<file path="src/rtl/in_place_matrix_transpose_core_assert.svh">
// Assertion macros shared by the in-place transpose RTL; clk and rst are taken from the module.
`ifndef IN_PLACE_MATRIX_TRANSPOSE_CORE_ASSERT_SVH
`define IN_PLACE_MATRIX_TRANSPOSE_CORE_ASSERT_SVH

// Same-cycle implication.
`define IMT_ASSERT_IMP(label, ante, cons) \
  label: assert property (@(posedge clk) disable iff (rst) (ante) |-> (cons)) \
    else $error("in_place_matrix_transpose_core: same-cycle check failed");

// Next-cycle implication.
`define IMT_ASSERT_NEXT(label, ante, cons) \
  label: assert property (@(posedge clk) disable iff (rst) (ante) |=> (cons)) \
    else $error("in_place_matrix_transpose_core: next-cycle check failed");

`endif

</file>
<file path="src/rtl/imt_pkg.sv">
// Shared constants, codes and control structs of the in-place transpose block.
package imt_pkg;

  localparam int IMT_DEPTH      = 1024;
  localparam int IMT_WORD_WIDTH = 64;

  localparam int MODE_W   = 2;
  localparam int INDEX_W  = 10;
  localparam int DATA_W   = 64;
  localparam int KIND_W   = 2;
  localparam int DIM_W    = 11;
  localparam int CFG_IDX_W = 2;

  localparam logic [MODE_W-1:0] MODE_WRITE     = 2'd0;
  localparam logic [MODE_W-1:0] MODE_TRANSPOSE = 2'd1;
  localparam logic [MODE_W-1:0] MODE_READ      = 2'd2;

  localparam logic [KIND_W-1:0] KIND_READ    = 2'd0;
  localparam logic [KIND_W-1:0] KIND_DONE    = 2'd1;
  localparam logic [KIND_W-1:0] KIND_REFUSED = 2'd2;

  localparam logic [CFG_IDX_W-1:0] REG_COL_COUNT = 2'd0;
  localparam logic [CFG_IDX_W-1:0] REG_ROW_COUNT = 2'd1;

  typedef struct packed {
    logic rd;
    logic wr;
  } ram_req_t;

  typedef struct packed {
    logic busy;
    logic fin;
    logic refused;
  } seq_stat_t;

endpackage

</file>
<file path="src/rtl/imt_div.sv">
// Restoring divider, one quotient bit per cycle.
module imt_div
  import imt_pkg::*;
#(
  parameter int DVD_W = INDEX_W,
  parameter int DVS_W = DIM_W
) (
  input  logic             clk,
  input  logic             rst,
  input  logic             start,
  input  logic [DVD_W-1:0] dividend,
  input  logic [DVS_W-1:0] divisor,
  output logic             done,
  output logic [DVD_W-1:0] quo,
  output logic [DVS_W-1:0] rem
);

  localparam int CW = $clog2(DVD_W + 1);

  logic          busy;
  logic [CW-1:0] cnt;
  logic [DVS_W:0] rem_sh;
  logic [DVS_W:0] rem_dif;
  logic          ge;

  assign rem_sh  = {rem, quo[DVD_W-1]};
  assign ge      = rem_sh >= {1'b0, divisor};
  assign rem_dif = rem_sh - {1'b0, divisor};

  always_ff @(posedge clk) begin
    if (rst) begin
      busy <= 1'b0;
      done <= 1'b0;
      cnt  <= '0;
    end else begin
      done <= 1'b0;
      if (start) begin
        busy <= 1'b1;
        cnt  <= CW'(DVD_W);
        quo  <= dividend;
        rem  <= '0;
      end else if (busy) begin
        // remainder stays below the divisor, so the low bits are enough
        rem <= ge ? rem_dif[DVS_W-1:0] : rem_sh[DVS_W-1:0];
        quo <= {quo[DVD_W-2:0], ge};
        cnt <= cnt - CW'(1);
        if (cnt == CW'(1)) begin
          busy <= 1'b0;
          done <= 1'b1;
        end
      end
    end
  end

endmodule

</file>
<file path="src/rtl/imt_seq.sv">
// Transpose sequencer: walks permutation chains and swaps words through the RAM port.
`include "in_place_matrix_transpose_core_assert.svh"
module imt_seq
  import imt_pkg::*;
#(
  parameter int DEPTH      = IMT_DEPTH,
  parameter int WORD_WIDTH = IMT_WORD_WIDTH
) (
  input  logic                     clk,
  input  logic                     rst,
  input  logic                     start,
  input  logic [DIM_W-1:0]         col_count,
  input  logic [DIM_W-1:0]         row_count,
  input  logic                     fin_ack,
  output seq_stat_t                stat,
  output ram_req_t                 ram,
  output logic [$clog2(DEPTH)-1:0] rd_addr,
  output logic [$clog2(DEPTH)-1:0] wr_addr,
  output logic [WORD_WIDTH-1:0]    wr_data,
  input  logic [WORD_WIDTH-1:0]    rd_data
);

  localparam int AW = $clog2(DEPTH);
  localparam int TW = AW + 1;
  localparam int MW = 2 * DIM_W;

  typedef enum logic [3:0] {
    S_IDLE, S_MUL, S_CHECK, S_TEST, S_DSTART, S_DWAIT, S_MAP, S_CMP,
    S_RD_P, S_RD_S, S_WR_S, S_WR_P, S_FIN
  } state_t;

  state_t              state;
  logic [MW-1:0]       total;
  logic [TW-1:0]       p;
  logic [AW-1:0]       s;
  logic                refused;
  logic [WORD_WIDTH-1:0] hold_p;
  logic [WORD_WIDTH-1:0] hold_s;

  logic                div_done;
  logic [AW-1:0]       div_quo;
  logic [DIM_W-1:0]    div_rem;
  logic [MW-1:0]       map_prod;
  logic [MW-1:0]       map_sum;

  imt_div #(
    .DVD_W(AW),
    .DVS_W(DIM_W)
  ) u_div (
    .clk      (clk),
    .rst      (rst),
    .start    (state == S_DSTART),
    .dividend (s),
    .divisor  (col_count),
    .done     (div_done),
    .quo      (div_quo),
    .rem      (div_rem)
  );

  // next chain index: (s mod m) * n + s / m
  assign map_prod = MW'(div_rem) * MW'(row_count);
  assign map_sum  = map_prod + MW'(div_quo);

  always_ff @(posedge clk) begin
    if (rst) begin
      state <= S_IDLE;
    end else begin
      case (state)
        S_IDLE: begin
          if (start) state <= S_MUL;
        end
        S_MUL: begin
          total <= MW'(col_count) * MW'(row_count);
          state <= S_CHECK;
        end
        S_CHECK: begin
          if (total > MW'(DEPTH)) begin
            refused <= 1'b1;
            state   <= S_FIN;
          end else if (total < MW'(3)) begin
            // too small to need any move
            refused <= 1'b0;
            state   <= S_FIN;
          end else begin
            refused <= 1'b0;
            p       <= TW'(1);
            state   <= S_TEST;
          end
        end
        S_TEST: begin
          if (MW'(p) + MW'(2) < total) begin
            s     <= AW'(p);
            state <= S_DSTART;
          end else begin
            state <= S_FIN;
          end
        end
        S_DSTART: state <= S_DWAIT;
        S_DWAIT: begin
          if (div_done) state <= S_MAP;
        end
        S_MAP: begin
          s     <= AW'(map_sum);
          state <= S_CMP;
        end
        S_CMP: begin
          // keep following the chain until it lands at or above p
          if (TW'(s) < p) state <= S_DSTART;
          else state <= S_RD_P;
        end
        S_RD_P: state <= S_RD_S;
        S_RD_S: begin
          hold_p <= rd_data;
          state  <= S_WR_S;
        end
        S_WR_S: begin
          hold_s <= rd_data;
          state  <= S_WR_P;
        end
        S_WR_P: begin
          p     <= p + TW'(1);
          state <= S_TEST;
        end
        S_FIN: begin
          if (fin_ack) state <= S_IDLE;
        end
        default: state <= S_IDLE;
      endcase
    end
  end

  assign stat.busy    = state != S_IDLE;
  assign stat.fin     = state == S_FIN;
  assign stat.refused = refused;

  assign ram.rd  = (state == S_RD_P) || (state == S_RD_S);
  assign ram.wr  = (state == S_WR_S) || (state == S_WR_P);
  assign rd_addr = (state == S_RD_P) ? AW'(p) : s;
  assign wr_addr = (state == S_WR_S) ? s : AW'(p);
  assign wr_data = (state == S_WR_S) ? hold_p : hold_s;

  `IMT_ASSERT_IMP(a_swap_range, state == S_RD_P, (MW'(p) < total) && (MW'(s) < total))
  `IMT_ASSERT_NEXT(a_swap_order, state == S_WR_S, state == S_WR_P)
  `IMT_ASSERT_IMP(a_div_wait, div_done, state == S_DWAIT)

endmodule

</file>
<file path="config.mk">
export PLATFORM = sky130hd
export DESIGN_NAME = imt_seq
export DESIGN_NICKNAME = d
export VERILOG_FILES = /design/src/rtl/imt_pkg.sv /design/src/rtl/imt_div.sv /design/src/rtl/imt_seq.sv
export VERILOG_INCLUDE_DIRS = /design/src /design/src/rtl
export SDC_FILE = /design/constraint.sdc
export NUM_CORES = 1
export LEC_CHECK = 0
export BUFFER_PORTS_ARGS = -buffer_cell sky130_fd_sc_hd__buf_2
export CAP_MARGIN = 20
export CORE_ASPECT_RATIO = 1.1
export CORE_MARGIN = 2
export CORE_UTILIZATION = 40
export DETAILED_ROUTE_END_ITERATION = 16
export HOLD_SLACK_MARGIN = 0.15
export MAX_ROUTING_LAYER = met4
export SYNTH_ARGS = -nofsm -noshare
export SYNTH_HDL_FRONTEND = slang
export SYNTH_SLANG_ARGS = --single-unit
</file>
<file path="constraint.sdc">
create_clock -name clk -period 10 [get_ports clk]
set_input_delay 1.5 -clock clk [delete_from_list [all_inputs] [get_ports clk]]
set_output_delay 1.5 -clock clk [all_outputs]
set_load 0.005 [all_outputs]
</file>
======== After elaboration in Yosys (flattened, before gate mapping) ========
Index checks and enable logic that the tools add are counted.
word-level totals
  register bits ........................... 203
  latch bits .............................. 0
  bits in writable memories ............... 0
  ROM bits ................................ 0
  bits of input ports ..................... 90
  output and inout bits ................... 89
  logic and storage cells ................. 90
  memories ................................ 0
operators by class
  add/sub/neg operators ................... 5
  multiply operators ...................... 2
  divide/modulo/power cells ............... 0
  order comparisons ....................... 5
  equality and inequality tests ........... 19
  shifts and indexed selects .............. 0
  muxes and demuxes ....................... 27
  bitwise gates (word level) .............. 2
  reduce and logical (&&, ||, !) cells .... 17
operator list
  cell                                                                               count
  64-bit 2-to-1 mux                                                                  1
  4-bit case mux with 13 select lines                                                1
  10-bit 2-to-1 mux                                                                  5
  11-bit 2-to-1 mux                                                                  4
  4-bit 2-to-1 mux                                                                   9
  22-bit by 11-bit greater-than comparator with 1-bit output, second input constant  1
  12-bit by 22-bit less-than comparator with 1-bit output                            1
  22-bit by 2-bit less-than comparator with 1-bit output, second input constant      1
  11-bit by 11-bit multiplier with 22-bit output                                     1
  11-bit case mux with 2 select lines                                                1
  4-bit equality test, second input constant                                         5
  10-bit case mux with 2 select lines                                                1
  4-bit by 3-bit equality test with 1-bit output, second input constant              4
  11-bit by 2-bit adder with 12-bit output, second input constant                    1
  12-bit by 11-bit greater-or-equal comparator with 1-bit output                     1
  11-bit by 1-bit adder with 11-bit output, second input constant                    1
  10-bit by 11-bit less-than comparator with 1-bit output                            1
  11-bit by 11-bit multiplier with 10-bit output                                     1
  11-bit subtractor                                                                  1
  10-bit adder                                                                       1
  2-bit != test, second input constant                                               5
  2-bit AND reduction                                                                5
  4-bit by 1-bit equality test with 1-bit output, second input constant              2
  4-bit by 2-bit equality test with 1-bit output, second input constant              2
  12 further kinds                                                                   21

======== Depth between registers and ports, before layout ========
  depth after elaboration ................. 4
  gate-level depth with buffers ........... 21
  depth with buffers taken out ............ 20

======== Modules after synthesis ========
Synthesis repeated with hierarchy kept, for this count alone.
second synthesis, totals
  cell total of the unflattened synthesis .. 1355
  area, all modules ....................... 15137.0 sq um
modules (own cells, without submodules)
  module   instances  cells an instance  area an instance (sq um)  sequential area each (sq um)
  imt_seq  1          1191               13384.1                   5245.0
  imt_div  1          164                1752.9                    750.7

======== Worst setup path after synthesis ========
No wires, ideal clock.
  path kind ............................... input to register
  from .................................... in rst
  to ...................................... reg hold_s[0] (enable)
  setup time .............................. 0.644 ns
  arrival ................................. 7.750 ns
  required time ........................... 9.356 ns
  slack ................................... 1.606 ns
  stages on the path ...................... 2
  buffers on the path ..................... 1
  cell sequence ........................... clkbuf_1 -> nor4_1
between the ends
  longest elaborated chain between the ends .. 2
RTL lines
  element                        RTL line        RTL
  start, declared                imt_seq.sv:10   input logic rst,
  1-bit inverter (no line)       --
  2-bit AND reduction (no line)  --
  end signal, assigned           imt_seq.sv:117  hold_s <= rd_data;
  end, declared                  imt_seq.sv:38   logic [WORD_WIDTH-1:0] hold_s;
No other way between the ends.
A chain may end at the register's enable or synchronous reset.

======== Worst setup path in the final report ========
  from .................................... in row_count[3]
  to ...................................... reg total[21], data pin
between the ends
  longest elaborated chain between the ends .. 1
RTL lines
  element                                         RTL line       RTL
  start, declared                                 imt_seq.sv:13  input logic [DIM_W-1:0] row_count,
  11-bit by 11-bit multiplier with 22-bit output  imt_seq.sv:73  total <= MW'(col_count) * MW'(row_count);
  end signal, assigned                            imt_seq.sv:73
  end, declared                                   imt_seq.sv:33  logic [MW-1:0] total;
No other way between the ends.

==> impl_metrics.tcl <==
set metrics [dict create \
    cts_tree "built" \
    h-tree-depth 1 \
    initial_core_util_pct 40.4 \
    vias_per_cell 4.95 \
    cts_hold_buffers 0 \
    dieWidth_um 188 \
    power_uw 3990 \
    fp.coreArea_um2 37000 \
    power-per-cell-area_nw_per_um2 234 \
    cts.clk_slew.worst_paths_ps 60 \
    route.detailed.drc 0 \
    worstPathRequired_ps 10260 \
    cts.sinks 203 \
    vias 10000 \
    finalHoldViolations 0 \
    io_buffers 178 \
    nNetsFinal 1833 \
    synth-edff-count 193 \
    grt_overflow_total 0 \
    grt_first_pass_wirelength_um 52700 \
    drv_cap 0 \
    finalSetupViolCount 0 \
    clock.fmax_mhz 150 \
    rsz0062_at_grt "no" \
    place_ws_ps 2780 \
    synth.distinct_cells 57 \
    period_needed_ps 6680 \
    slew_headroom_pct 41.4 \
    antenna_found_initial 0 \
    grt_max_degree 65 \
    synth.net_count 1675 \
    ys_warn_count 0 \
    arrival_ps 6940 \
    area_delta_synth_final_pct 14.0 \
    fp.dieArea_um2 38900 \
    ys_ff_latch 203 \
    cts_buffers 23 \
    cp_common_cell "fa_1" \
    crit_slowest_cell "fa_1" \
    vdd_drop_max_uv 117 \
    crit_path_end_kind "register" \
    status "complete, no violations" \
    fp.dieH_um 207 \
    wl_um 32900 \
    fill_cells 3507 \
    setup_slack_ps 3320 \
    hpwl_um 24700 \
    max_stage_delay_ps 550 \
    antenna_left 0 \
    syn_area_per_cell_um2 11.1 \
    num_io_pins 179 \
    cts_buffer_depth 3 \
    critical_path.cell_chain "buf_2, nand2_1, fa_1, fa_1, inv_1, fa_1, fa_1, inv_1, fa_1, inv_1, ha_1, or4_1, o21a_1, o41a_4, a2111oi_4, or3_2, o41ai_2, a221o_1" \
    track_usage_pct 17.4 \
    cp_max_fo 18 \
    synthTopCellsByArea "edfxtp_1, fa_1, ha_1" \
    grt_pass1_vias 10100 \
    cellLeakagePower_uw 0.00735 \
    syn_area_um2 15000 \
    fin_crit_sh_pct 66.8 \
    syn_inst 1351 \
    cts-root-buf "clkbuf_16" \
    drtIter0Drc 647 \
    start_kind "input pin" \
    multi_input_area_um2 8050 \
    hold_class "reg2reg" \
    final_cell_mix "inv_1, edfxtp_1, buf_2" \
    finalSetupTns_ps 0 \
    yosys.area.top_type "edfxtp_1" \
    skew_ps 29.5 \
    post-cts-setup-buffers 0 \
    netlist.area_leader.share_pct 38.8 \
    dr.pass1.iters 6 \
    wire_per_inst_um 16.3 \
    clkLatencyLatePin_ps 540 \
    regArea_um2 6000 \
    cts_resized 0 \
    drive_gt1_share_pct 20.7 \
    worstMarginPinSlew_ps 878 \
    slew_violations 0 \
    rows 74 \
    ys_seq_area_share_pct 40.1 \
    routabilityCongestion 0.855 \
    critPathKind "in2reg" \
    yosys_most_used_dff "edfxtp_1" \
    num_antenna_cells 0 \
    async_flop_share_pct 0 \
]
[report_power, final]
part           switching [µW]  leakage, µW  internal (µW)
Sequential               86.3      0.00182           1090
Clock                     349     0.000321            431
Combinational            1110      0.00520            930
[kinds of logic (layout without fill, tap and decap cells)]
family / count (synthesis) / in the layout / share of synthesized area [%]
compound gates: 137 / 137 / 6.19
fa+ha+maj: 234 / 234 / 25.2
flops: 203 / 203 / 40.1
mux: 82 / 82 / 6.14
xor+xnor: 66 / 66 / 3.87
simple gates: 380 / 380 / 12.3
buf+inv: 249 / 423 / 6.28
[metal layers]
metal | wire, µm | track usage [%] | share of wire [%] | vias to the layer above
li1 | - | - | - | 4829
met1 | 14800 | 22.8 | 45 | 4847
met2 | 15400 | 28.5 | 47 | 270
met3 | 1890 | 2.27 | 5.8 | 57
met4 | 811 | 5.19 | 2.5 | 0
met5 | 0 | - | 0 | -
[path summary, 6_finish.rpt]
| check | from | endpoint | slack (ps) | cells past startpoint |
|---|---|---|---|---|
| max | row_count[3] | total[21] | 3320 | 18 |
| min reg2reg | u_div.busy | u_div.done | 530 | 2 |
| min | u_div.busy | u_div.done | 530 | 2 |
| max reg2reg | u_div.rem[5] | s[9] | 5330 | 15 |
[registers in the layout, summed over array words and instances (netlist names)]
register    count
p              11
hold_s         64
total          22
u_div.busy      1
s              10
state           4
u_div.done      1
u_div.cnt       4
u_div.quo      10
u_div.rem      11
refused         1
hold_p         64
[cell usage after synthesis, types with 2 or more instances]
library cell	count
a211oi_1	5
a21o_1	16
a21oi_1	32
a221oi_1	3
a22oi_1	3
a31oi_1	6
and2_1	95
and3_1	8
clkbuf_1	54
dfxtp_1	10
edfxtp_1	193
fa_1	111
ha_1	123
inv_1	193
mux2_2	78
mux2i_1	4
nand2_1	149
nand2b_1	7
nand3_1	9
nand4_1	4
nor2_1	58
nor2b_1	9
nor3_1	19
nor4_1	10
o211ai_1	4
o21a_1	11
o21ai_0	35
o22ai_1	2
o31a_1	2
o31ai_1	2
or2_2	3
or3_1	4
xnor2_1	51
xor2_1	15
[critical path, delay by kind of cell]
family                   cells  cell delay [ps]
buffers and inverters        4              500
AND/OR/NAND/NOR              3              880
AO/OA/AOI/OAI                5             1240
adder cells (fa/ha/maj)      6             2810
[per-stage QoR]
stage / util (%) / area [µm²] / cells / hold WS, ps
floorplan: - / 15000 / 1351 / 482
global placement: 44.1 / 16400 / 1977 / 518
detailed placement: 44.1 / 16400 / 1977 / 523
CTS: 46.0 / 17000 / 2018 / 531
global route: 46.0 / 17000 / 2019 / 559
finish: 46.0 / 17000 / 2019 / 529
[layout make-up]
type                       instances  share of cell area, %
timing repair buffer             189                   5.71
inverter                         193                   4.25
sequential                       203                   35.2
tap                              494                   3.63
clock inverter                    10                  0.477
multi-input combinational        899                   47.2
clock buffer                      31                   3.55
No activity file was read; power rests on OpenSTA's default activity.
